[src/rtl/tcce_pkg.sv]
// Shared types and constants for the text console cursor engine.
package tcce_pkg;

    // Cell index space
    localparam int CELL_AW   = 14;
    localparam int MEM_CELLS = 1 << CELL_AW;

    // Configuration port geometry
    localparam int CFG_IDX_W  = 3;
    localparam int CFG_DATA_W = 15;

    // Configuration register indexes
    localparam logic [CFG_IDX_W-1:0] CFG_REGION_BASE    = 3'd0;
    localparam logic [CFG_IDX_W-1:0] CFG_REGION_CELLS   = 3'd1;
    localparam logic [CFG_IDX_W-1:0] CFG_START_CURSOR   = 3'd2;
    localparam logic [CFG_IDX_W-1:0] CFG_TEXT_ATTR      = 3'd3;
    localparam logic [CFG_IDX_W-1:0] CFG_DISPLAY_ACTIVE = 3'd4;

    // Register reset values
    localparam logic [13:0] RST_REGION_BASE    = 14'd0;
    localparam logic [14:0] RST_REGION_CELLS   = 15'd5461;
    localparam logic [13:0] RST_START_CURSOR   = 14'd0;
    localparam logic [7:0]  RST_TEXT_ATTR      = 8'd7;
    localparam logic        RST_DISPLAY_ACTIVE = 1'b1;

    // Character codes
    localparam logic [7:0] CH_NEWLINE   = 8'h0A;
    localparam logic [7:0] CH_BACKSPACE = 8'h08;
    localparam logic [7:0] CH_SPACE     = 8'h20;
    localparam logic [7:0] ERASE_ATTR   = 8'h07;

    // Controller to datapath commands
    typedef struct packed {
        logic clr;     // clearing sweep write
        logic accept;  // latch incoming item
        logic mul;     // offset times reciprocal
        logic qmul;    // quotient times line length
        logic rem;     // remainder ready, apply character
        logic walk;    // backspace walk over spaces
        logic up;      // scroll-up check
        logic dn;      // scroll-down check and result load
    } t_dp_cmd;

    // Datapath to controller status
    typedef struct packed {
        logic clr_done;
        logic walk;       // backspace starts a space walk
        logic bs_hit;     // backspace acted (cursor above base)
        logic walk_more;  // walk continues
        logic out_free;   // result register can take a new item
    } t_dp_sts;

endpackage

[src/rtl/tcce_ctrl.sv]
// Sequencer for the text console cursor engine.
module tcce_ctrl (
    input  logic               i_clk,
    input  logic               i_rst_n,
    input  logic               i_char_valid,
    output logic               o_char_stall,
    input  tcce_pkg::t_dp_sts  i_sts,
    output tcce_pkg::t_dp_cmd  o_cmd
);
    import tcce_pkg::*;

    typedef enum logic [7:0] {
        S_CLEAR = 8'b0000_0001,
        S_IDLE  = 8'b0000_0010,
        S_MUL   = 8'b0000_0100,
        S_QMUL  = 8'b0000_1000,
        S_REM   = 8'b0001_0000,
        S_WALK  = 8'b0010_0000,
        S_UP    = 8'b0100_0000,
        S_DN    = 8'b1000_0000
    } t_state;

    t_state r_state;
    t_state n_state;

    // Next state and commands
    always_comb begin
        n_state = r_state;
        o_cmd   = '0;
        unique case (r_state)
            S_CLEAR: begin
                o_cmd.clr = 1'b1;
                if (i_sts.clr_done) begin
                    n_state = S_IDLE;
                end
            end
            S_IDLE: begin
                if (i_char_valid) begin
                    o_cmd.accept = 1'b1;
                    n_state      = S_MUL;
                end
            end
            S_MUL: begin
                o_cmd.mul = 1'b1;
                n_state   = S_QMUL;
            end
            S_QMUL: begin
                o_cmd.qmul = 1'b1;
                n_state    = S_REM;
            end
            S_REM: begin
                o_cmd.rem = 1'b1;
                if (i_sts.walk) begin
                    n_state = S_WALK;
                end else if (i_sts.bs_hit) begin
                    n_state = S_UP;
                end else begin
                    n_state = S_DN;
                end
            end
            S_WALK: begin
                if (i_sts.walk_more) begin
                    o_cmd.walk = 1'b1;
                end else begin
                    n_state = S_UP;
                end
            end
            S_UP: begin
                o_cmd.up = 1'b1;
                n_state  = S_DN;
            end
            S_DN: begin
                if (i_sts.out_free) begin
                    o_cmd.dn = 1'b1;
                    n_state  = S_IDLE;
                end
            end
            default: begin
                n_state = S_CLEAR;
            end
        endcase
    end

    // State register
    always_ff @(posedge i_clk) begin
        if (!i_rst_n) begin
            r_state <= S_CLEAR;
        end else begin
            r_state <= n_state;
        end
    end

    assign o_char_stall = (r_state != S_IDLE);

`ifndef SYNTHESIS
    a_accept_starts: assert property (@(posedge i_clk) disable iff (!i_rst_n)
        (r_state == S_IDLE && i_char_valid) |=> (r_state == S_MUL))
        else $error("accepted item did not start the multiply step");
    a_dn_needs_room: assert property (@(posedge i_clk) disable iff (!i_rst_n)
        o_cmd.dn |-> i_sts.out_free)
        else $error("result loaded while result register busy");
    a_walk_entry: assert property (@(posedge i_clk) disable iff (!i_rst_n)
        (r_state == S_WALK) |-> ($past(r_state == S_REM) || $past(r_state == S_WALK)))
        else $error("space walk entered from a wrong step");
`endif

endmodule

[config.mk]
export PLATFORM = sky130hd
export DESIGN_NAME = tcce_ctrl
export DESIGN_NICKNAME = d
export VERILOG_FILES = /design/src/rtl/tcce_pkg.sv /design/src/rtl/tcce_ctrl.sv
export SDC_FILE = /design/constraint.sdc
export NUM_CORES = 1
export LEC_CHECK = 0
export BUFFER_PORTS_ARGS = -buffer_cell sky130_fd_sc_hd__buf_2
export CAP_MARGIN = 5
export CORE_AREA = 2 2 47 49
export CTS_CLUSTER_DIAMETER = 30
export DETAILED_ROUTE_END_ITERATION = 12
export DIE_AREA = 0 0 49 51
export PLACE_DENSITY = 0.59
export SETUP_SLACK_MARGIN = 0.05
export SYNTH_ARGS = -nofsm -noshare
export SYNTH_HDL_FRONTEND = slang
export SYNTH_SLANG_ARGS = --single-unit
export TNS_END_PERCENT = 20
[constraint.sdc]
create_clock -name i_clk -period 5 [get_ports i_clk]
set_input_delay 0.5 -clock i_clk [delete_from_list [all_inputs] [get_ports i_clk]]
set_output_delay 0.5 -clock i_clk [all_outputs]
set_load 0.01 [all_outputs]
==> impl_metrics.yaml <==
route:
  vias_per_cell: 5.08
  drtAntennaViolNets: 0
  drcViolationCount: 0
  first_pass_iters: 4
  route.vias.total: 579
  wl_um: 1410
  wire_per_inst_um: 12.4
  drtIter0Drc: 6
clocking:
  cts_setup_buffers: 0
  cts_tree: "done"
  htree_levels: 1
  clkLatencyLatePin_ps: 260
  clk_path_buf_depth: 2
  clock-sinks: 8
  cts_root_buf: "clkbuf_4"
  holdBufCountCts: 0
  post_cts_resized: 0
  cts.clk_slew.worst_paths_ps: 60
  cts-buffers-inserted: 3
sta:
  setup_violations: 0
  finalHoldViolCount: 0
  worst_slew_pin_slew_ps: 522
  fmax_mhz: 395
  max-slew-margin-rel_pct: 64.9
  slew_violations: 0
  rsz0062_at_grt: "no"
  min_period_ps: 2530
  fin_crit_sh_pct: 50.6
  fin_tns_setup_ps: 0
  skew_ps: 6.96
layout:
  area_delta_synth_final_pct: 20.8
  top_regs: "r_state: 8 flops"
  multi_input_area_um2: 374
  layout.cells.non_filler: 114
  final_util_pct: 33.1
  largest_reg_flops: 8
  fin_nets: 96
  fill_cells: 232
  drive_above_1_share_pct: 27.9
  top_register: "r_state"
  regArea_um2: 160
  antenna_cells: 0
worst_setup_path:
  regToRegSetupSlack_ps: 3200
  startpoint_type: "flip-flop"
  r2r-start: "r_state[6]"
  criticalPathCategory: "flip-flop to output pin"
  worstPathArrival_ps: 2030
  startpoint: "r_state[6]"
  cp.required_ps: 4500
  endpoint_kind: "output pin"
  cp_max_fo: 8
synthesis:
  synth_top_area_share_pct: 28.3
  async_reset_ff_share_pct: 0
  synthesis.area_um2: 566
  ys_ff_latch: 8
  synth_top_area_cell: "dfxtp_1"
  syn_nets: 80
  syn_inst: 72
  synth_edf_count: 0
  synth_area_leaders: "dfxtp_1 (28%), nor3b_1 (8.0%), nor4b_1 (4.6%)"
  yosys_warnings: 0
  synth_flop_cell: "dfxtp_1"
  avgSynthCellArea_um2: 7.85
  ys_types: 33
  yosysSeqAreaShare_pct: 28.3
place:
  gp_congestion: 0.791
  dp_hpwl_um: 1070
  portBuffers: 16
  dp.cells: 111
run_status:
  outcome: "finished clean"
die:
  initial_utilization_pct: 27.4
  design.core.area_um2: 2060
  die_area_um2: 2500
  die_w_um: 49
  rows: 17
  boundaryPins: 17
  fp.dieH_um: 51
global_routing:
  grt_use_total_pct: 11.9
  grt_pass1_vias: 514
  grt-ovfl-total: 0
  grt_max_degree: 11
  antenna_found_initial: 0
  grt_pass1_wl_um: 2240
power:
  power_mw: 0.170
  leakage_nw: 0.291
  vdd_ir_drop_max_v: 0.0000826
  p_per_area_nw_per_um2: 249
worst_hold_path:
  hold_path_class: "primary input to flip-flop"
  hold_start: "i_sts[3]"
job:
  cap_violations: 0
[kinds of logic (layout without fill, tap and decap cells)]
family / Yosys count / after routing / synth area share [%]
compound gates: 12 / 12 / 13.9
xor+xnor: 2 / 2 / 3.10
buf+inv: 8 / 22 / 5.53
flops: 8 / 8 / 28.3
mux: 1 / 1 / 1.77
simple gates: 41 / 41 / 47.3
[per-stage QoR]
| step | instance area (um^2) | setup WS (ps) | hold WS [ps] |
|---|---|---|---|
| finish | 683 | 2470 | 535 |
| global route | 683 | 2370 | 538 |
| CTS | 683 | 2460 | 532 |
| detailed placement | 661 | 2730 | 578 |
| global placement | 661 | 2760 | 586 |
| floorplan | 566 | 2770 | 600 |
[power by group]
part	internal (mW)	total, mW	switching (mW)
Clock	0.0276	0.0509	0.0234
Sequential	0.0676	0.0769	0.00935
Combinational	0.0207	0.0425	0.0218
Total	0.116	0.170	0.0545
[layer usage]
| layer | wire (um) | track usage [%] | share of wire, % | vias up |
|---|---|---|---|---|
| li1 | - | - | - | 296 |
| met1 | 674 | 14.8 | 48 | 270 |
| met2 | 674 | 18.9 | 48 | 9 |
| met3 | 35 | 2.63 | 2.5 | 4 |
| met4 | 25 | 7.14 | 1.8 | 0 |
| met5 | 0 | 0 | 0 | - |
[synthesized netlist by cell type, types with 2 or more instances]
master / instances
nand3b_1: 2
nor2_1: 6
inv_1: 3
nor3_1: 3
nand2b_1: 2
nand2_1: 3
nor4_1: 2
o21ai_0: 4
and3_1: 3
clkbuf_1: 4
a21oi_1: 2
xor2_1: 2
nand3_1: 2
nor4b_1: 3
dfxtp_1: 8
nor3b_1: 6
[critical path: stages (launching register included)]
cell and delay [ps]:
dfxtp_1 360, or4_4 560, or2_4 250, or3_4 380
nor2_1 90, buf_2 130
[worst paths after layout]
check	end	cells past startpoint
worst min-delay path	r_state[5]	3
worst max-delay path	o_cmd[6]	5
worst max register to register	r_state[2]	4
worst min register to register	r_state[1]	2
[final cells by class]
class	instances	area share, %
Timing Repair Buffer	16	11.7
Sequential cell	8	23.4
Clock buffer	3	3.30
Multi-Input combinational cell	56	54.8
Tap cell	28	5.13
Inverter	3	1.65
[layout by cell type (no fill, tap or decap), drive strengths merged]
cell type,n
and4,1
clkbuf,3
nand2b,2
nor4bb,1
nand4,1
nand2,3
inv,3
or3,1
mux2i,1
nand3b,2
and3,3
nor4,2
nor3,4
nor2,6
and2,1
o31a,1
o2111ai,1
buf,16
nor3b,6
or2,1
o21ai,4
xor2,2
or4,1
a21boi,1
a31oi,1
dfxtp,8
nand3,2
nor2b,1
a21oi,3
a32oi,1
nor4b,3
Note: power is estimated with default switching activity, not from simulation.
